### config.mk
export PLATFORM = sky130hd
export DESIGN_NAME = mgb_divider
export DESIGN_NICKNAME = d
export VERILOG_FILES = /design/src/rtl/mgb_divider.sv
export SDC_FILE = /design/constraint.sdc
export NUM_CORES = 1
export LEC_CHECK = 0
export BUFFER_PORTS_ARGS = -buffer_cell sky130_fd_sc_hd__buf_4
export CELL_PAD_IN_SITES_DETAIL_PLACEMENT = 1
export CELL_PAD_IN_SITES_GLOBAL_PLACEMENT = 1
export CORE_ASPECT_RATIO = 0.6
export CORE_MARGIN = 2
export CORE_UTILIZATION = 25
export CTS_BUF_LIST = sky130_fd_sc_hd__clkbuf_16
export CTS_CLUSTER_DIAMETER = 200
export CTS_CLUSTER_SIZE = 24
export DETAILED_ROUTE_END_ITERATION = 12
export GPL_ROUTABILITY_DRIVEN = 0
export PLACE_DENSITY = 0.57
export RECOVER_POWER = 25
export SETUP_SLACK_MARGIN = 0.3
export SLEW_MARGIN = 25
export SYNTH_ARGS = -nofsm -noshare
export SYNTH_HDL_FRONTEND = slang
export SYNTH_SLANG_ARGS = --single-unit
### constraint.sdc
create_clock -name clk -period 6.6 [get_ports clk]
set_input_delay 1.32 -clock clk [delete_from_list [all_inputs] [get_ports clk]]
set_output_delay 1.32 -clock clk [all_outputs]
set_load 0.05 [all_outputs]
### src/rtl/mgb_divider.sv
// Four-channel restoring divider, one quotient bit per cycle.
// Divisor is the summed weight, 4..16.
module mgb_divider (
  input  logic        clk,
  input  logic        rst,
  input  logic        start,
  input  logic [11:0] num [4],
  input  logic [4:0]  den,
  output logic        busy,
  output logic        done,
  output logic [31:0] quo
);
  logic [11:0] rem [4];
  logic [7:0]  q [4];
  logic [3:0]  cnt;
  logic [4:0]  d;

  always_ff @(posedge clk) begin
    // pulse with the last quotient bit
    done <= !rst && !start && busy && (cnt == 4'd1);
    if (rst) begin
      busy <= 1'b0;
      cnt  <= '0;
    end else if (start) begin
      busy <= 1'b1;
      cnt  <= 4'd8;
      d    <= den;
      for (int ch = 0; ch < 4; ch++) begin
        rem[ch] <= num[ch];
        q[ch]   <= '0;
      end
    end else if (busy) begin
      for (int ch = 0; ch < 4; ch++) begin
        // quotient fits 8 bits since sum <= 255*den
        if ({9'd0, rem[ch] >> (cnt - 4'd1)} >= {16'd0, d}) begin
          rem[ch] <= rem[ch] - 12'({d, 7'd0} >> (4'd8 - cnt));
          q[ch]   <= {q[ch][6:0], 1'b1};
        end else begin
          q[ch] <= {q[ch][6:0], 1'b0};
        end
      end
      cnt <= cnt - 4'd1;
      if (cnt == 4'd1) begin
        busy <= 1'b0;
      end
    end
  end

  assign quo = {q[3], q[2], q[1], q[0]};
endmodule

======== After elaboration in Yosys (flattened, before gate mapping) ========
Memories as Yosys holds them, arrays and structs flattened.
Index checks and enable logic that the tools add are counted.
operators by class
  shift-type cells ........................ 5
  magnitude comparators ................... 4
  bitwise operators ....................... 13
  multiplexer cells ....................... 60
  add/subtract/negate cells ............... 6
  reductions and logical operators ........ 8
  equality and inequality tests ........... 1
  div/mod/pow operators ................... 0
  multiply operators ...................... 0
operators by type and width
  kind                 number
  $mux 8               8
  $shr 12x4->12        5
  $ge 12x5->1          4
  $mux 12              4
  $sub 12x12->12       4
  $mux 1               46
  $or 1x1->1           12
  $mux 4               2
  $eq 4x1->1 const B   1
  $sub 4x1->4 const B  1
  $sub 4x4->4 const A  1
  $logic_and 1x1->1    3
  $logic_not 1->1      2
  $reduce_and 2->1     1
  $reduce_bool 2->1    1
  $reduce_or 2->1      1
  $not 1->1            1
word-level totals
  bits in latches ......................... 0
  RAM bits ................................ 80
  input port bits ......................... 56
  register bits ........................... 11
  memories kept ........................... 2
  ROM bits ................................ 0
  output and inout bits ................... 34
memory list
  name  depth  width  rd ports  clocked after Yosys merged registers in  wr ports  RTL line  text
  rem   4      12     4         0                                        4         13        logic [11:0] rem [4];
  q     4      8      4         0                                        4         14        logic [7:0] q [4];

======== Logic depth before layout (Yosys ltp) ========
Gate-level depths: netlist (run 1).
  word-level depth ........................ 10
  gate-level depth with buffers ........... 25
  mapped depth without buffers ............ 15

======== Least setup slack after synthesis (run 1) ========
No wires, ideal clock.
  path type ............................... register -> register
  start point ............................. register cnt[0]
  end point ............................... memory rem[0][3] (data pin)
  setup slack ............................. 1.311 ns
  arrival time ............................ 5.029 ns
  clock period less this slack ............ 5.289 ns
  required time ........................... 6.340 ns
  cell stages (with the launch flop) ...... 26
  path through ............................ dfxtp_1 buf_6 inv_2 buf_1 clkbuf_1 ha_1 buf_6 buf_2 buf_2 buf_2 buf_2 buf_2 mux2i_1 nand2_1 nand3_1 a21oi_1 a31oi_1 ha_1 nand2b_1 a21o_1 a211o_1 a221oi_4 nand2b_1 buf_6 inv_6 mux2_4
RTL lines
  element                 RTL line  text
  from (decl)             15        logic [3:0] cnt;
  from (signal assigned)  42        cnt <= cnt - 4'd1;
  to (decl)               13

==> results of run 1 <==
[worst min-delay path, cell delays in order, from the launching register on]
cell       delay [ns]
dfxtp_1          0.33
nor2_1           0.08
a2111oi_0        0.06
[registers in the layout, indices dropped and copies added, names as in the netlist]
register  count
rem          48
q            32
d             5
cnt           4
busy          1
done          1
[path summary, 6_finish.rpt]
check | startpoint | end | slack (ns) | cells past startpoint
worst max register to register | cnt[0]$_SDFFE_PP0P_ | rem[0][8]$_DFFE_PP_ | 1.60 | 13
worst max-delay path | cnt[0]$_SDFFE_PP0P_ | rem[0][8]$_DFFE_PP_ | 1.60 | 13
worst min register to register | cnt[1]$_SDFFE_PP0P_ | cnt[1]$_SDFFE_PP0P_ | 0.52 | 2
worst min-delay path | cnt[1]$_SDFFE_PP0P_ | cnt[1]$_SDFFE_PP0P_ | 0.52 | 2
[power by group]
part	internal (mW)	switching [mW]
Clock	0.261	0.268
Combinational	0.388	0.554
Sequential	0.676	0.0381
[placed cells by master, fill, tap and decap left out, types with 10 or more instances in the layout]
cell       n
a21oi_1   42
a31oi_1   11
and3_1    31
buf_4     93
edfxtp_1  85
ha_1      65
inv_1     34
mux2_1    17
mux2_4    11
mux2i_1   59
mux4_2    15
nand2_1   64
nand3_1   12
nor2_1    50
nor2b_1   16
nor3_1    16
o21ai_0   44
o21ai_1   13
xnor2_1   24
xor2_1    10
[through the flow]
| step | cells | utilization [%] |
|---|---|---|
| after CTS | 1285 | 29.9 |
| after global placement | 1269 | 29.0 |
| final | 1285 | 29.9 |
| after floorplan | 791 | - |
| after detailed placement | 1269 | 29.0 |
| after global routing | 1285 | 29.9 |
[per-layer routing]
layer / vias to the layer above / track usage (%) / wire [µm]
li1: 3131 / - / -
met1: 3137 / 24.5 / 13800
met2: 134 / 22.1 / 10100
met3: 14 / 3.26 / 1150
met4: 0 / 2.70 / 207
met5: - / 0 / 0
[final cells by class]
class                   count  area [µm²]
clock buffers               9         225
clock inverters             7        55.1
fillers                  3552       21800
inverters                  39         154
multi-input cells         623        4960
flip-flops and latches     91        2670
well taps                 416         520
repair buffers            100         743
[cells by family (layout without fill, tap and decap cells)]
group / Yosys count / in the layout / synth area share, %
fa+ha+maj: 70 / 70 / 11.4
buf+inv: 77 / 155 / 4.28
compound gates: 188 / 188 / 15.8
xor+xnor: 38 / 38 / 4.20
mux: 108 / 108 / 17.1
flops: 91 / 91 / 33.7
simple gates: 219 / 219 / 13.5
==> run_results.csv, run 1 <==
group,metric,value,unit
finish,final_design_area_no_fill,9330,µm²
logic_synthesis,yosysSeqAreaShare,33.7,%
logic_synthesis,synth_edf_count,85,
min_path,hold_class,"flip-flop to flip-flop",
floorplan,die_h,142,µm
finish,nNetsFinal,990,
power,vdd_ir_drop_max,124,µV
logic_synthesis,synth_cells,791,
cts,cts_resized,0,
cts,clkSlewWorstSetupHoldPaths,0.07,ns
critical_path,crit_family,"compound AO/OA/AOI/OAI gates",
sta,rsz0062_at_grt,"false",
cts,cts_sinks,91,
critical_path,worstSetupEndpointType,"flip-flop",
flow_run,maxCapViolations,0,
sta,post-route-min-period,5.00,ns
detailed_routing,vias_per_cell,4.99,
global_routing,grt_pass1_vias,6592,
critical_path,cp.arrival,5.13,ns
floorplan,rows,50,
cts,clockBufferDepth,2,
sta,hold_violations,0,
finish,antenna_cells,0,
logic_synthesis,synth_top_cell_by_area,"edfxtp_1",
finish,drive_above_1_share,19.2,%
critical_path,critPathKind,"flip-flop to flip-flop",
sta,max_slew_margin,32.4,%
detailed_routing,wirelength,25.3,mm
floorplan,die-area,33200,µm²
logic_synthesis,yosys.area.top_type_share,32.2,%
floorplan,core_area,31200,µm²
sta,slew_violations,0,
detailed_routing,ant_nets,0,
critical_path,cp_cell_sequence,"buf_4 > nor3_1 > xor2_2 > buf_4 > nor3_1 > a31oi_1 > ha_1 > nor2b_1 > o21ai_0 > a21oi_1 > o41a_1 > xor2_1 > mux2_4",
global_routing,grt_usage,15.7,%
cts,cts_buffers,9,
detailed_routing,drtIter0Drc,389,
detailed_routing,vias,6416,
status,status,"finished clean",
sta,max_freq,200,MHz
power,total_power,2.19,mW
global_routing,gr-total-overflow,0,
critical_path,required,6.73,ns
sta,setup-violations-final,0,
cts,htreeDepth,3,
sta,max_slew.worst_pin.slew,1.01,ns
logic_synthesis,synthMostInstantiatedCell,"edfxtp_1",
global_routing,grt_max_degree,73,
logic_synthesis,synth_common_cells,"edfxtp_1, ha_1, nand2_1",
place,pre_cts_ws,1.66,ns
critical_path,start_kind,"flip-flop",
critical_path,crit_buf_inv,2,
sta,skew,0.00856,ns
finish,syn_to_final_growth,17.8,%
global_routing,antenna_found_initial,1,
global_routing,grt_pass1_wl,39.5,mm
logic_synthesis,synth_area,7920,µm²
critical_path,cpMaxStageDelayCell,"nor3_1",
sta,setup_slack,1.60,ns
logic_synthesis,yosys_warnings,0,
floorplan,io_pins,90,
place,port_buffers,89,
cts,cts_root_buf,"clkbuf_16",
logic_synthesis,synthDistinctLibCells,65,
cts,clock_latency,0.38,ns
cts,cts_setup_buffers,0,
power,p_leak,3.72,nW
cts,cts_tree,"yes",
critical_path,cp_max_fo,39,
logic_synthesis,syn-num-nets,917,
logic_synthesis,ys_ff_latch,91,
logic_synthesis,ys.flop_type,"edfxtp_1",
place,placed_cell_area,9040,µm²
power,cellPowerDensity,234,nW/µm²
logic_synthesis,synth.area.top_cells,"edfxtp_1, ha_1, mux2i_1",
floorplan,die_x,234,µm
logic_synthesis,ys_async_sr_fraction,0,%
floorplan,start_util,25.4,%
detailed_routing,drc,0,
detailed_routing,wire_per_inst,19.7,µm
detailed_routing,dr.pass1.iters,5,
logic_synthesis,syn_area_per_cell,10.0,µm²
sta,period_share,75.8,%
critical_path,slowest_delay,0.69,ns
sta,setup_tns,0,ns
place,dpl.hpwl,19.0,mm
cts,holdBufCountCts,0,
sta,whs,0.522,ns
Note: power is estimated with default switching activity, not from simulation.
==> run 2, diff against run 1 <==
Settings changed: PLACE_DENSITY 0.57 to 0.59.
Clock period 6.6 ns to 4.3 ns, I/O delays scaled along.
==> run 2 against run 1 <==
  * First-iteration DRC count shrank 14%
  * Clock skew grew 0.0020 ns
  * Wire length grew 2.2%
  * Hold slack gained 0.013 ns
  * Via count grew 2.9%
  * Critical path type unchanged
  * Global-route usage is essentially flat
  * Critical endpoint is now rem[3][9]$_DFFE_PP_
  * Total power grew 59%
  * Sequential share of layout area shrank 1.1 points
  * Clock power grew 56%
  * Die area is the same
  * Clock-buffer cell count is the same
  * Design area grew 4.4%
==> run_results.csv, run 2 (synthesis results as in run 1) <==
group,metric,value,unit
floorplan,start_util,25.4,%
cts,cts_buffers,9,
sta,period_share,89.1,%
cts,clkSlewWorstSetupHoldPaths,0.08,ns
finish,drive_above_1_share,23.3,%
min_path,hold_path_end,"cnt[1]$_SDFFE_PP0P_",
detailed_routing,vias_per_cell,5.03,
critical_path,start_kind,"flip-flop",
finish,final_design_area_no_fill,9730,µm²
detailed_routing,ant_nets,0,
cts,cts_tree,"yes",
sta,skew,0.0105,ns
min_path,whs_path_depth,2,
sta,max_slew_margin,11.2,%
critical_path,crit_path_frequent_cell,"o21ai_0",
finish,nNetsFinal,1017,
sta,max_freq,261,MHz
sta,rsz0062_at_grt,"false",
detailed_routing,drc,0,
floorplan,die_x,234,µm
floorplan,core_area,31200,µm²
power,p_leak,3.88,nW
critical_path,cp_cell_sequence,"inv_8 > ha_4 > buf_4 > or3_1 > o21ai_1 > nand2_1 > o21ai_0 > nand2_2 > ha_1 > o21a_1 > o21ai_0 > a32oi_2 > a2111oi_0 > a311o_1 > mux2_1",
detailed_routing,drtIter0Drc,333,
critical_path,critPathKind,"flip-flop to flip-flop",
place,dpl.hpwl,19.6,mm
place,pre_cts_ws,0.178,ns
critical_path,slowest_delay,0.42,ns
critical_path,cp_max_fo,7,
cts,cts_root_buf,"clkbuf_16",
global_routing,gr-total-overflow,0,
cts,cts_sinks,91,
floorplan,die-area,33200,µm²
finish,regMostFlops,"rem",
sta,slew_violations,0,
finish,syn_to_final_growth,22.9,%
floorplan,io_pins,90,
cts,clockBufferDepth,2,
finish,largest_registers,"rem x48, q x32, d x5",
place,port_buffers,89,
detailed_routing,wirelength,25.8,mm
critical_path,timing.rr.start,"cnt[0]$_SDFFE_PP0P_",
power,cellPowerDensity,357,nW/µm²
sta,hold_violations,0,
global_routing,grt_max_degree,37,
detailed_routing,vias,6600,
sta,max_slew.worst_pin.slew,1.33,ns
critical_path,r2r_slack,0.47,ns
finish,final_common_cell,"buf_4",
finish,n_fill_cell,3522,
detailed_routing,dr.pass1.iters,5,
place,placed_cell_area,9250,µm²
cts,clock_latency,0.38,ns
sta,setup-violations-final,0,
status,status,"finished clean",
global_routing,grt_pass1_wl,39.1,mm
power,vdd_ir_drop_max,179,µV
critical_path,reg2reg_depth,15,
sta,setup_slack,0.467,ns
detailed_routing,wire_per_inst,19.7,µm
global_routing,antenna_found_initial,0,
power,total_power,3.48,mW
critical_path,cpMaxStageDelayCell,"dfxtp_4",
min_path,hold_start,"cnt[1]$_SDFFE_PP0P_",
floorplan,die_h,142,µm
sta,post-route-min-period,3.83,ns
critical_path,required,4.44,ns
min_path,hold_class,"flip-flop to flip-flop",
floorplan,rows,50,
critical_path,r2r-end,"rem[3][9]$_DFFE_PP_",
cts,htreeDepth,3,
global_routing,grt_usage,15.7,%
finish,largest_register_ffs,48,
finish,layout_common_cells,"buf_4, edfxtp_1, ha_1, nand2_1, mux2i_1",
cts,holdBufCountCts,0,
flow_run,maxCapViolations,0,
critical_path,cp.arrival,3.97,ns
critical_path,worstSetupEndpointType,"flip-flop",
finish,antenna_cells,0,
global_routing,grt_pass1_vias,6512,
-- run 2: cell types whose count changed in the layout (fill, tap and decap cells not counted), moves of 3 or more --
cell	change
buf_12	+4
nand2_1	-5
inv_8	+5
buf_4	+16
clkbuf_1	+6
buf_6	+3
inv_6	-3
-- run 2: worst max path at each step --
stage                                       to                 from  cells past startpoint  slack, ns
after floorplan            rem[0][3]$_DFFE_PP_  cnt[0]$_SDFFE_PP0P_                     25      -0.12
after global placement     rem[0][4]$_DFFE_PP_  cnt[0]$_SDFFE_PP0P_                     15       0.22
after detailed placement   rem[1][2]$_DFFE_PP_  cnt[0]$_SDFFE_PP0P_                     17       0.18
after CTS                 rem[1][11]$_DFFE_PP_  cnt[1]$_SDFFE_PP0P_                     17       0.28
after global routing      rem[1][11]$_DFFE_PP_  cnt[1]$_SDFFE_PP0P_                     17       0.28
final                      rem[3][9]$_DFFE_PP_  cnt[0]$_SDFFE_PP0P_                     15       0.47
-- run 2: cell type report --
cell class	count	area, µm²	area share (%)
Timing Repair Buffer	127	985	10.1
Multi-Input combinational cell	623	5090	52.3
Inverter	39	166	1.71
Clock inverter	7	66.3	0.681
Sequential cell	91	2680	27.5
Tap cell	416	520	5.35
Clock buffer	9	225	2.31
-- run 2: report_power, final --
part	leakage, nW	total (mW)	internal (mW)	switching (mW)
clock network	0.138	0.826	0.408	0.418
logic	2.87	1.55	0.659	0.895
registers	0.866	1.10	1.04	0.0597
-- run 2: metal layers --
metal  global-route usage [%]  share of wire, %  vias up
li1                         -                 -     3187
met1                     24.4                54     3262
met2                     21.6                40      140
met3                     3.60               5.2       11
met4                     3.30              0.76        0
met5                        0                 0        -
-- run 2: timing repair --
action / in CTS / in global routing
gates resized for setup: 7 / 23
cloned: 0 / 1
endpoints found under the setup margin: 38 / 71
pin swaps: 0 / 6
setup buffers: 0 / 12
-- run 2: metrics by stage --
step | TNS [ns] | utilization, % | hold slack [ns] | cells
4_1_cts | 0 | 30.7 | 0.529 | 1299
2_1_floorplan | -2.39 | - | 0.469 | 791
3_5_place_dp | 0 | 29.7 | 0.505 | 1283
5_1_grt | 0 | 31.2 | 0.611 | 1312
3_3_place_gp | 0 | 29.7 | 0.537 | 1283
6_report | 0 | 31.2 | 0.535 | 1312
-- run 2: critical path, delay by kind of cell (launching register included) --
kind | cells | cell delay [ns]
flip-flops | 1 | 0.42
buffers and inverters | 2 | 0.19
AO/OA/AOI/OAI | 7 | 1.38
adder cells (fa/ha/maj) | 2 | 0.69
multiplexers | 1 | 0.28
AND/OR/NAND/NOR | 3 | 0.64
