File: config.mk
export PLATFORM = sky130hd
export DESIGN_NAME = mgb_ram
export DESIGN_NICKNAME = d
export VERILOG_FILES = /design/src/rtl/mgb_ram.sv
export SDC_FILE = /design/constraint.sdc
export NUM_CORES = 1
export LEC_CHECK = 0
export BUFFER_PORTS_ARGS = -buffer_cell sky130_fd_sc_hd__buf_2
export CORE_ASPECT_RATIO = 1.75
export CORE_MARGIN = 3
export CORE_UTILIZATION = 35
export DETAILED_ROUTE_END_ITERATION = 8
export GPL_TIMING_DRIVEN = 0
export SYNTH_ARGS = -nofsm -noshare
export SYNTH_HDL_FRONTEND = slang
export SYNTH_SLANG_ARGS = --single-unit
File: constraint.sdc
create_clock -name clk -period 3.57 [get_ports clk]
set_input_delay 0.1785 -clock clk [delete_from_list [all_inputs] [get_ports clk]]
set_output_delay 0.1785 -clock clk [all_outputs]
set_load 0.05 [all_outputs]
File: src/rtl/mgb_ram.sv
module mgb_ram #(
  parameter int WIDTH = 8,
  parameter int DEPTH = 16
) (
  input  logic                     clk,
  input  logic                     we,
  input  logic [$clog2(DEPTH)-1:0] waddr,
  input  logic [WIDTH-1:0]         wdata,
  input  logic [$clog2(DEPTH)-1:0] raddr,
  output logic [WIDTH-1:0]         rdata
);
  logic [WIDTH-1:0] mem [DEPTH];
  always_ff @(posedge clk) begin
    if (we) mem[waddr] <= wdata;
    rdata <= mem[raddr];
  end
endmodule

-- Yosys cells after proc, flatten, opt, wreduce, memory -nomap -nowiden
Memory sizes are Yosys's and may differ from the RTL's. A register that Yosys moved wholly into a read port is not among the register bits.
Cells that the tools add are included.
- mux-type cells: 2
- operators with widths (cell ; number):
    1-bit 2-to-1 mux ; 2
- register bits after elaboration: 0
- bits in writable memories: 128
- input bits: 18
- output and inout port bits: 8
- logic and storage cells: 3
- memories kept: 1
- memory list (memory ; depth ; width ; rd ports ; clocked after memory_dff ; write ports ; line ; RTL):
    mem ; 16 ; 8 ; 1 ; 1 ; 1 ; 12 ; logic [WIDTH-1:0] mem [DEPTH];

-- Longest topological paths before layout
Gate-level depths: netlist of run 1.
- depth in word-level cells: 2
- depth in mapped cells: 5
- gate-level depth less buffers: 3

-- Least setup slack after synthesis of run 1
OpenSTA, ideal clock, no wires.
- path type: input-to-reg
- start point: in waddr[2]
- end point: mem mem[0][0], enable pin
- setup time: 0.383 ns
- arrival: 1.288 ns
- required time: 3.187 ns
- slack: 1.899 ns
- cell stages on the path: 2
- buffers on the path: 0
- cells stage by stage: or3b_2 > nor3_1
- RTL lines (item ; line ; RTL):
    from (decl) ; 7 ; input logic [$clog2(DEPTH)-1:0] waddr,
    to (decl) ; 12 ;
Straight into the memory's write port.

-- Final worst setup path of run 1
- start point: in waddr[2]
- end point: mem mem[0][7], enable pin
Straight into the memory's write port.

==> results summary, run 1 <==
Setup repair after global routing left no endpoint under its margin. Buffers placed on the I/O ports in this run total 24. The hold buffer count at cts came out at 0. The clock passes through at most 2 buffers. The maximum clock skew at final layout came out at roughly 0.004 ns. The post-cts resize count came out at 0. The wire length of the first global-routing pass came out at 15.1 mm. STA classifies the critical path startpoint as an input port.

The number of library cell types mapped by synthesis is 19. The overflow left after global routing is 0. The routed via count is 2318. The startpoint of the worst setup timing path is waddr[2]. The die extent in x came out at slightly below 100 um. In the layout the commonest cells are sky130_fd_sc_hd__edfxtp_1, sky130_fd_sc_hd__buf_2, sky130_fd_sc_hd__mux4_2, sky130_fd_sc_hd__clkbuf_16, sky130_fd_sc_hd__a22oi_1. Counting the fill cells in the layout gives 1254. Based on the critical path, the design can be clocked at up to between 0.5 and 0.6 GHz. The power consumption is 3.60 mW. The number of standard-cell rows in the floorplan came out at 58. The tree is rooted in a sky130_fd_sc_hd__clkbuf_16. Across the run, the number of max-cap violations was 0. The share of the core filled with cells is 42.1%. Counting flops and latches in the post-synthesis netlist gives 136. In the final layout, flip-flops and latches occupy 4000 um^2.

In the routed design, unresolved DRC markers number 0. The critical path in this run is classified as in2reg. The tightest min-delay check is of the in2reg type. The clock latency at the later pin of the worst-skew pair is roughly 0.40 ns. The worst-margin pin slew is 1.23 ns.

The number of detailed-routing iterations run before antenna repair came out at 4. TritonCTS built the clock tree. The capture instance of the worst register-to-register path is rdata[2]. The register-to-register path setup slack is 2.15 ns. Entering global routing, the biggest net connects 17 pins.

The synthesized area divided by synthesized cell count came out at approximately 22 um^2. The mapped netlist covers 5150 um^2. The share of layout cells above drive strength 1 came out at 28.0%. The y dimension of the die came out at 166 um. The die area is 16300 um^2. The static leakage came out at slightly above 2 nW. The worst setup path is captured at a flop. In this run, CTS created clock tree buffers numbering 17. The endpoint arrival time on the critical path came out at 1.77 ns. After detailed routing, the number of vias per cell comes to 4.97. The total setup violations reported at the end of the flow came out at 0. The maximum fanout along the worst path is 8. The library cell used most frequently in the layout, excluding fill and tap cells, is sky130_fd_sc_hd__edfxtp_1. Synthesis handed over a netlist of 229 instances. Routability-driven placement finished with a final weighted congestion of between 0.7 and 0.8.

The initial antenna violation count came out at 0. The routed length per placed instance came out at 21.9 um. The worst slew slack as a fraction of its limit came out at 17.6%. CTS built an H-tree with a depth of 4. The final period demand of the worst path is 1.75 ns.

After routing, the total negative slack on setup checks comes to 0 ns. Data on the critical path is required at its endpoint by 3.59 ns. Counting every net in the synthesized netlist gives 247. The starting density of the core is 35.8%. The synthesis-to-layout area growth is 17.5%. The power density normalized to cell area is 595 nW/um^2.

Clock-pin slew was measured on the worst setup and hold paths at 0.05 ns. The number of warnings reported in the yosys synthesis log is 0. In this run the remaining antenna-violating nets after routing total 0. The sequential-to-total area share from yosys stat is 77.8%. The wire length after detailed routing is 10.2 mm. The fraction of the cycle the final worst path needs came out at slightly below 50%. The worst register-to-register path begins at mem[1][2]. The number of hold violations in the final report is 0. The boundary pin count is 26.

The run finished with clean final reports. The detailed router's first-iteration violation count came out at 199. The worst hold path cell count came out at 1.

The number of cell instances on the worst register-to-register path came out at 3. The number of clock sinks came out at 136. The number of max-slew violations in the final report came out at 0. The total track usage came out at 13.1%. The number of nets in the final layout is about 290. The placed wire-length estimate after detailed placement came out at 6.97 mm.

The area occupied by multi-input gates came out at about 1100 um^2. The most critical setup path has its endpoint at mem[0][7]. The number of global-route vias before repair came out at 2525.

The floorplan step defined a core boundary enclosing about 14000 um^2. The number of buffers inserted to repair setup after CTS is 0. The repair_antennas step left the layout with diodes totalling 0. The maximum ir drop on the vdd rail is approximately 0.25 mV.
-- metal layers --
layer	global-route usage (%)	routed length, um	share of wire (%)	vias to the layer above
met5	0	0	0	-
met4	5.73	240	2.4	0
met3	3.56	410	4.0	14
met2	23.9	5810	57	68
met1	14.1	3740	37	1173
li1	-	-	-	1063
-- logic make-up (layout without fill, tap and decap cells) --
group / Yosys count / in the layout / synth area share (%)
compound gates: 16 / 16 / 2.33
mux: 32 / 32 / 15.0
buf+inv: 10 / 67 / 1.68
simple gates: 35 / 35 / 3.18
flops: 136 / 136 / 77.8
-- metrics by stage --
| step | hold slack, ns | area, um^2 | setup WS [ns] | cells |
|---|---|---|---|---|
| 3_3_place_gp | 0.585 | 5490 | 1.32 | 433 |
| 4_1_cts | 0.171 | 6040 | 1.77 | 465 |
| 2_1_floorplan | 0.277 | 5150 | 1.90 | 229 |
| 5_1_grt | 0.168 | 6050 | 1.70 | 466 |
| 3_5_place_dp | 0.601 | 5500 | 1.34 | 434 |
| 6_report | 0.179 | 6050 | 1.82 | 466 |
-- cell type report --
| cell class | instances | area share [%] |
|---|---|---|
| Sequential cell | 136 | 66.2 |
| Multi-Input combinational cell | 83 | 17.5 |
| Clock buffer | 19 | 7.16 |
| Tap cell | 180 | 3.73 |
| Timing Repair Buffer | 26 | 2.15 |
| Clock inverter | 12 | 1.82 |
| Buffer | 10 | 1.43 |
-- worst min path at each step --
| stage | startpoint | to |
|---|---|---|
| floorplan | wdata[0] | mem[0][0] |
| global placement | wdata[5] | mem[6][5] |
| detailed placement | wdata[2] | mem[11][2] |
| CTS | wdata[2] | mem[2][2] |
| global route | wdata[2] | mem[2][2] |
| finish | wdata[2] | mem[11][2] |
-- Yosys cell counts --
library cell | n | area [um^2]
sky130_fd_sc_hd__nor2b_1 | 1 | 6.26
sky130_fd_sc_hd__nand3b_1 | 2 | 15.0
sky130_fd_sc_hd__or3b_2 | 1 | 8.76
sky130_fd_sc_hd__buf_6 | 3 | 33.8
sky130_fd_sc_hd__buf_4 | 1 | 7.51
sky130_fd_sc_hd__nor2_1 | 13 | 48.8
sky130_fd_sc_hd__a22oi_1 | 16 | 120
sky130_fd_sc_hd__mux4_2 | 18 | 405
sky130_fd_sc_hd__nor3_1 | 4 | 20.0
sky130_fd_sc_hd__mux4_1 | 14 | 368
sky130_fd_sc_hd__edfxtp_1 | 128 | 3840
sky130_fd_sc_hd__and2b_1 | 1 | 7.51
sky130_fd_sc_hd__buf_2 | 3 | 15.0
sky130_fd_sc_hd__nand2_1 | 9 | 33.8
sky130_fd_sc_hd__clkdlybuf4s25_2 | 3 | 30.0
sky130_fd_sc_hd__and2_1 | 1 | 6.26
sky130_fd_sc_hd__nand2b_1 | 2 | 12.5
sky130_fd_sc_hd__dfxtp_1 | 8 | 160
sky130_fd_sc_hd__nand3_1 | 1 | 5.00
-- flip-flops by register name (all words and copies together) (netlist names) --
name / cells
mem: 128
rdata: 8
-- power by group --
part           internal (mW)  leakage, nW  total [mW]  switching [mW]
Clock                   1.01        0.262        1.60           0.590
Sequential              1.79         1.22        1.79         0.00795
Combinational         0.0715        0.525       0.208           0.136
-- critical path, stage by stage --
cell                     delay (ns)
sky130_fd_sc_hd__buf_2         0.12
sky130_fd_sc_hd__or3b_2        0.52
sky130_fd_sc_hd__nor3_1        0.95
(Power assumes the default switching activity.)
==> run 2: changes to the inputs <==
clock period = 1.5 ns   (was 3.57 ns; I/O delays follow)
==> results summary, run 2 (synthesis results as in run 1) <==
The run finished with clean final reports. The total negative slack for setup checks came out at 0 ns (unchanged). The power consumption is 8.74 mW (+140%).

The number of remaining DRC errors came out at 0 (unchanged). Traced cell by cell, the critical path runs through mux4_1 -> a22oi_1 -> nand2_1. The fraction of the cycle the final worst path needs came out at a little under 100%. The post-detailed-route count of antenna-violating nets came out at 0 (unchanged). In the final layout, the registers with the most flip-flops are mem x128, rdata x8. The worst setup path is launched from a flop. The worst slew slack as a fraction of its limit is 44.0% (+26 points). The total setup violations reported at the end of the flow is 0 (unchanged).

The maximum level of the CTS H-tree came to 4 (unchanged). The flip-flop count of the largest register, all copies and words added is 128 (unchanged). The worst-margin pin slew came out at 0.837 ns (-0.390 ns). The die extent in x is 97.7 um (unchanged). The maximum clock skew at final layout came out at 0.00860 ns (+0.00468 ns). The cell count after placement is 433 (-0.23%).

The routed length per placed instance came out at 22.0 um (+0.47%). The most critical setup path has its startpoint at mem[2][0]. The number of buffers inserted to repair setup after CTS is 0 (unchanged). The post-cts resize count came to 1 (+1).

The number of max-slew violations in the final report came out at 0 (unchanged). The clock slew at the register clock pins of the worst setup and hold paths came out at 0.06 ns (about the same). The number of detailed-routing iterations run before antenna repair is 5 (+1). The worst register-to-register path begins at mem[2][0].

The non-filler instance count after layout came out at 463 (-0.64%). The maximum fanout along the worst path came out at 1 (-7). The min-delay analysis places its worst path in the category in2reg.

The category of the worst setup path capture point is a flop. The hold buffer count at cts is 0 (unchanged). The power density normalized to cell area is 1440 nW/um^2 (+140%). The number of nets in the final layout was 290 (-0.68%). The synthesis-to-layout area growth came out at 18.1%. The static leakage came out at 2.02 nW (+0.29%).

The cell at the root of the clock tree is sky130_fd_sc_hd__clkbuf_16. The share of layout cells above drive strength 1 was 29.3% (+1.4 points). The worst hold slack came to 0.0708 ns (-0.108 ns). The wire length of the first global-routing pass came out at 15.2 mm (+1.0%). The clock latency at the later pin of the worst-skew pair came out at 0.41 ns (about the same). The total track usage is 13.2% (+0.065 points).

The buffer and inverter count on the worst path came to 0 (-1). The detailed router's first-iteration violation count was 243 (+22%). The endpoint arrival time on the critical path is 1.73 ns (-0.04 ns).

The number of hold violations in the final report is 0 (unchanged). The placed wire-length estimate after detailed placement came out at 6.91 mm (-0.77%). The largest buffer count on any clock path is 2 (unchanged).

Setup repair after global routing left no endpoint under its margin. The number of diodes added for antenna fixing came to 0 (unchanged). The register-to-register path setup slack came out at 0.06 ns (-2.09 ns). The max-capacitance violation count is 0 (unchanged). The count of input and output buffers came out at 24 (unchanged). The number of cell instances on the worst register-to-register path came out at 3 (unchanged).

The standard cell core area is 14400 um^2 (unchanged). The critical path ends at rdata[0]. The register with the most flip-flops in the final layout is mem.

The die area came out at 16300 um^2 (unchanged). For this run, the top clock speed supported by timing is 0.693 GHz. The critical path in this run is classified as reg2reg. The highest-delay cell along the critical path is sky130_fd_sc_hd__mux4_1. The capture instance of the worst register-to-register path is rdata[0]. Leaving out fill and tap cells, the most frequent cell in the layout is sky130_fd_sc_hd__edfxtp_1. The final RePlAce weighted congestion is 0.805 (+2.0%). The required time at the worst-slack endpoint is 1.79 ns (-1.80 ns). The wire length after detailed routing is 10.2 mm (-0.18%). The maximum single-stage delay on the critical path came out at 0.54 ns (-0.41 ns).

The number of global-route vias before repair was 2470 (-2.2%). The boundary pin count was 26 (unchanged). The number of clock buffers inserted by TritonCTS came out at 17 (unchanged).

The routed via count came to 2364 (+2.0%). The routed design could run at a clock period as short as 1.44 ns. The number of clock sinks is 136 (unchanged).

The total of fill cells in the finished design came out at 1241 (-1.0%). The vias per cell came out at 5.11 (+2.6%). The overflow left after global routing was 0 (unchanged).

The y dimension of the die is 166 um (unchanged). The initial antenna violation count came out at 0 (unchanged). The library cells used most frequently in the layout, excluding fill and tap cells, are sky130_fd_sc_hd__edfxtp_1, sky130_fd_sc_hd__buf_2, sky130_fd_sc_hd__mux4_2, sky130_fd_sc_hd__clkbuf_16, sky130_fd_sc_hd__a22oi_1.

The path length in cells of the critical path came to 3 (unchanged). The number of standard-cell rows in the floorplan is 58 (unchanged). Broken down by cell family, the worst path's largest delay share belongs to multiplexers.

The worst hold path cell count is 1 (unchanged). The starting density of the core was 35.8% (unchanged). The maximum number of pins on one net before global-route repair came out at 17 (unchanged).

The maximum ir drop on the vdd rail is 0.554 mV (+120%). The clock tree from TritonCTS is yes.
==> run 2: worst min-delay path by stage <==
stage | startpoint | end | slack [ns]
2_1_floorplan | wdata[0] | mem[0][0] | 0.17
3_3_place_gp | wdata[6] | mem[6][6] | 0.48
3_5_place_dp | wdata[4] | mem[0][4] | 0.50
4_1_cts | wdata[6] | mem[7][6] | 0.06
5_1_grt | wdata[1] | mem[9][1] | 0.06
6_report | wdata[6] | mem[7][6] | 0.07
==> run 2: metal layers <==
| layer | vias up | track usage, % | wire length (um) |
|---|---|---|---|
| met5 | - | 0 | 0 |
| met4 | 0 | 6.39 | 250 |
| met3 | 8 | 3.23 | 463 |
| met2 | 82 | 23.3 | 5780 |
| met1 | 1219 | 14.7 | 3690 |
| li1 | 1055 | - | - |
==> run 2: stage by stage <==
step / instance area, um^2 / util (%) / worst slack [ns]
6_report: 6080 / 42.3 / 0.0574
5_1_grt: 6080 / 42.3 / 0.0124
4_1_cts: 6070 / 42.2 / 0.0554
3_5_place_dp: 5500 / 38.3 / -0.464
3_3_place_gp: 5500 / 38.3 / -0.467
2_1_floorplan: 5150 / - / 0.159
==> run 2: worst reg2reg max path, stage by stage, from the launching register on <==
cell and delay (ns):
sky130_fd_sc_hd__edfxtp_1 0.37, sky130_fd_sc_hd__mux4_1 0.54, sky130_fd_sc_hd__a22oi_1 0.32, sky130_fd_sc_hd__nand2_1 0.10
==> run 2: final cells by class <==
cell class / instances / area (um^2) / area share, %
sequential: 136 / 4000 / 65.9
multi-input combinational: 83 / 1080 / 17.7
clock buffer: 19 / 433 / 7.12
tap: 180 / 225 / 3.71
clock inverter: 11 / 133 / 2.18
timing repair buffer: 24 / 120 / 1.98
buffer: 10 / 86.3 / 1.42
==> run 2: power by group <==
group / internal, mW / switching (mW)
sequential: 4.25 / 0.0185
combinational: 0.170 / 0.327
clock: 2.56 / 1.41
total: 6.99 / 1.75
==> run 3: changes to the inputs <==
RECOVER_POWER = 50   (was unset)
==> results summary, run 3 (synthesis results as in run 1) <==
The run finished with clean final reports. The area occupied by multi-input gates is 1080 um^2 (unchanged). The die area came out at 16300 um^2 (unchanged). The worst hold slack came out at 0.220 ns (+0.149 ns). The final RePlAce weighted congestion came out at 0.805 (unchanged). The total setup violations reported at the end of the flow came out at 0 (unchanged). The flip-flop count of the largest register, all copies and words added came to 128 (unchanged). The total of fill cells in the finished design came out at 1248 (+0.56%). Leaving out fill and tap cells, the most frequent cells in the layout are sky130_fd_sc_hd__edfxtp_1, sky130_fd_sc_hd__mux4_2, sky130_fd_sc_hd__buf_2, sky130_fd_sc_hd__clkbuf_16, sky130_fd_sc_hd__a22oi_1. The post-place setup slack came out at -0.464 ns (unchanged). The cell at the root of the clock tree is sky130_fd_sc_hd__clkbuf_16. The largest buffer count on any clock path is 2 (unchanged). The count of input and output buffers came out at 24 (unchanged). The maximum ir drop on the vdd rail came out at 0.553 mV (about the same). The clock slew at the register clock pins of the worst setup and hold paths came out at 0.05 ns (about the same). The number of hold violations in the final report came out at 0 (unchanged). The total track usage is 13.2% (unchanged). mem holds more flip-flops than any other register. The number of standard-cell rows in the floorplan came out at 58 (unchanged). The wire length after detailed routing is 10.2 mm (about the same).

The required time at the worst-slack endpoint was 1.79 ns (about the same). The maximum fanout along the worst path is 1 (unchanged). The y dimension of the die was 166 um (unchanged). The post-detailed-route count of antenna-violating nets came to 0 (unchanged). The standard cell core area is 14400 um^2 (unchanged). The number of nets in the final layout came out at 290 (unchanged).

The max-capacitance violation count was 0 (unchanged). The category of the critical setup timing path is reg2reg. The maximum clock skew at final layout came out at 0.00580 ns (-0.00280 ns). The starting density of the core came out at 35.8% (unchanged). The most common library cell in the layout ignoring fill and taps is sky130_fd_sc_hd__edfxtp_1.

The worst setup path is launched from a flop. The fraction of the cycle the final worst path needs is 96.2% (about the same). The largest registers in the layout are mem x128, rdata x8. The number of clock buffers inserted by TritonCTS was 17 (unchanged). The routed length per placed instance came out at 22.0 um (about the same). The clock latency at the later pin of the worst-skew pair is 0.41 ns (about the same). The number of remaining DRC errors came out at 0 (unchanged). The register-to-register path setup slack came out at 0.06 ns (about the same). The maximum frequency from static timing analysis is 0.693 GHz (about the same).

The number of max-slew violations in the final report is 0 (unchanged). The placed wire-length estimate after detailed placement was 6.91 mm (unchanged). The number of global-route vias before repair is 2470 (unchanged).

The worst setup path is captured at a flop. The detailed router's first-iteration violation count is 239 (-1.6%). The power density normalized to cell area is 1440 nW/um^2 (+0.21%). The final period demand of the worst path came to 1.44 ns (+0.00107 ns).

The maximum number of pins on one net before global-route repair came out at 17 (unchanged). The initial antenna violation count came out at 0 (unchanged). The cell area after layout came out at 6070 um^2 (-0.21%). The number of detailed-routing iterations run before antenna repair came to 6 (+1). The vias per cell is 5.09 (-0.34%). The number of buffers inserted to repair setup after CTS was 0 (unchanged). The routed via count is 2356 (-0.34%). The synthesis-to-layout area growth is 17.8%. The die extent in x is 97.7 um (unchanged). The boundary pin count is 26 (unchanged).

The total negative slack for setup checks came to 0 ns (unchanged). The flip-flop and latch area came to 4000 um^2 (unchanged). The min-delay analysis places its worst path in the category in2reg. The overflow left after global routing is 0 (unchanged). The least setup slack across all paths after layout is 0.0563 ns (-0.00107 ns). Setup repair after global routing left no endpoint under its margin. The number of diodes added for antenna fixing is 0 (unchanged). The number of clock sinks was 136 (unchanged). The endpoint arrival time on the critical path came to 1.73 ns (about the same). The maximum level of the CTS H-tree is 4 (unchanged). The share of layout cells above drive strength 1 came out at 25.8% (-3.5 points). The wire length of the first global-routing pass is 15.2 mm (unchanged). The worst slew slack as a fraction of its limit came to 44.1% (+0.13 points). The placed cell area is 5500 um^2 (unchanged). The static leakage came out at 1.99 nW (-1.4%). TritonCTS built the clock tree. The worst-margin pin slew was 0.835 ns (-0.00197 ns).
## run 3: cell types whose count changed in the layout (fill, tap and decap cells not counted), sizes merged
cell    previous run  this run
clkbuf            19        29
buf               31        21
## run 3: through the flow
step | cells | util (%) | power (mW)
after floorplan | 229 | - | 4.65
after global placement | 433 | 38.3 | 4.84
after detailed placement | 433 | 38.3 | 4.85
after CTS | 463 | 42.2 | 8.82
after global routing | 463 | 42.2 | 9.04
final | 463 | 42.2 | 8.74
## run 3: path summary, 6_finish.rpt
check,startpoint,endpoint,cells after the start
worst min register to register,mem[14][1],rdata[1],3
worst min-delay path,waddr[0],mem[0][7],2
worst max register to register,mem[2][0],rdata[0],3
worst max-delay path,mem[2][0],rdata[0],3
## run 3: routing by layer
metal | GRT usage [%] | routed length [um] | up-vias
li1 | - | - | 1055
met2 | 23.3 | 5840 | 81
met4 | 6.39 | 184 | 0
met3 | 3.23 | 461 | 6
met1 | 14.7 | 3700 | 1214
met5 | 0 | 0 | -
## run 3: cell type report
class | count | area share [%]
clock inverter | 11 | 2.19
sequential | 136 | 66.0
clock buffer | 19 | 7.14
timing repair buffer | 24 | 1.77
multi-input combinational | 83 | 17.8
buffer | 10 | 1.42
tap | 180 | 3.71
## run 3: where the power goes
part	switching [mW]	total, mW	internal, mW	leakage [nW]
Sequential	0.0186	4.27	4.25	1.22
Combinational	0.326	0.492	0.165	0.492
Clock	1.41	3.97	2.56	0.273
## run 3: worst max-delay path, stage by stage (launching register included)
cell and delay [ns]:
sky130_fd_sc_hd__edfxtp_1 0.37, sky130_fd_sc_hd__mux4_1 0.54, sky130_fd_sc_hd__a22oi_1 0.32, sky130_fd_sc_hd__nand2_1 0.10
## run 3: timing repair
item | in CTS | in global routing
endpoints found under the setup margin | 8 | 8
hold buffers | 0 | 0
resized for setup | 1 | 1
pin swaps | 0 | 0
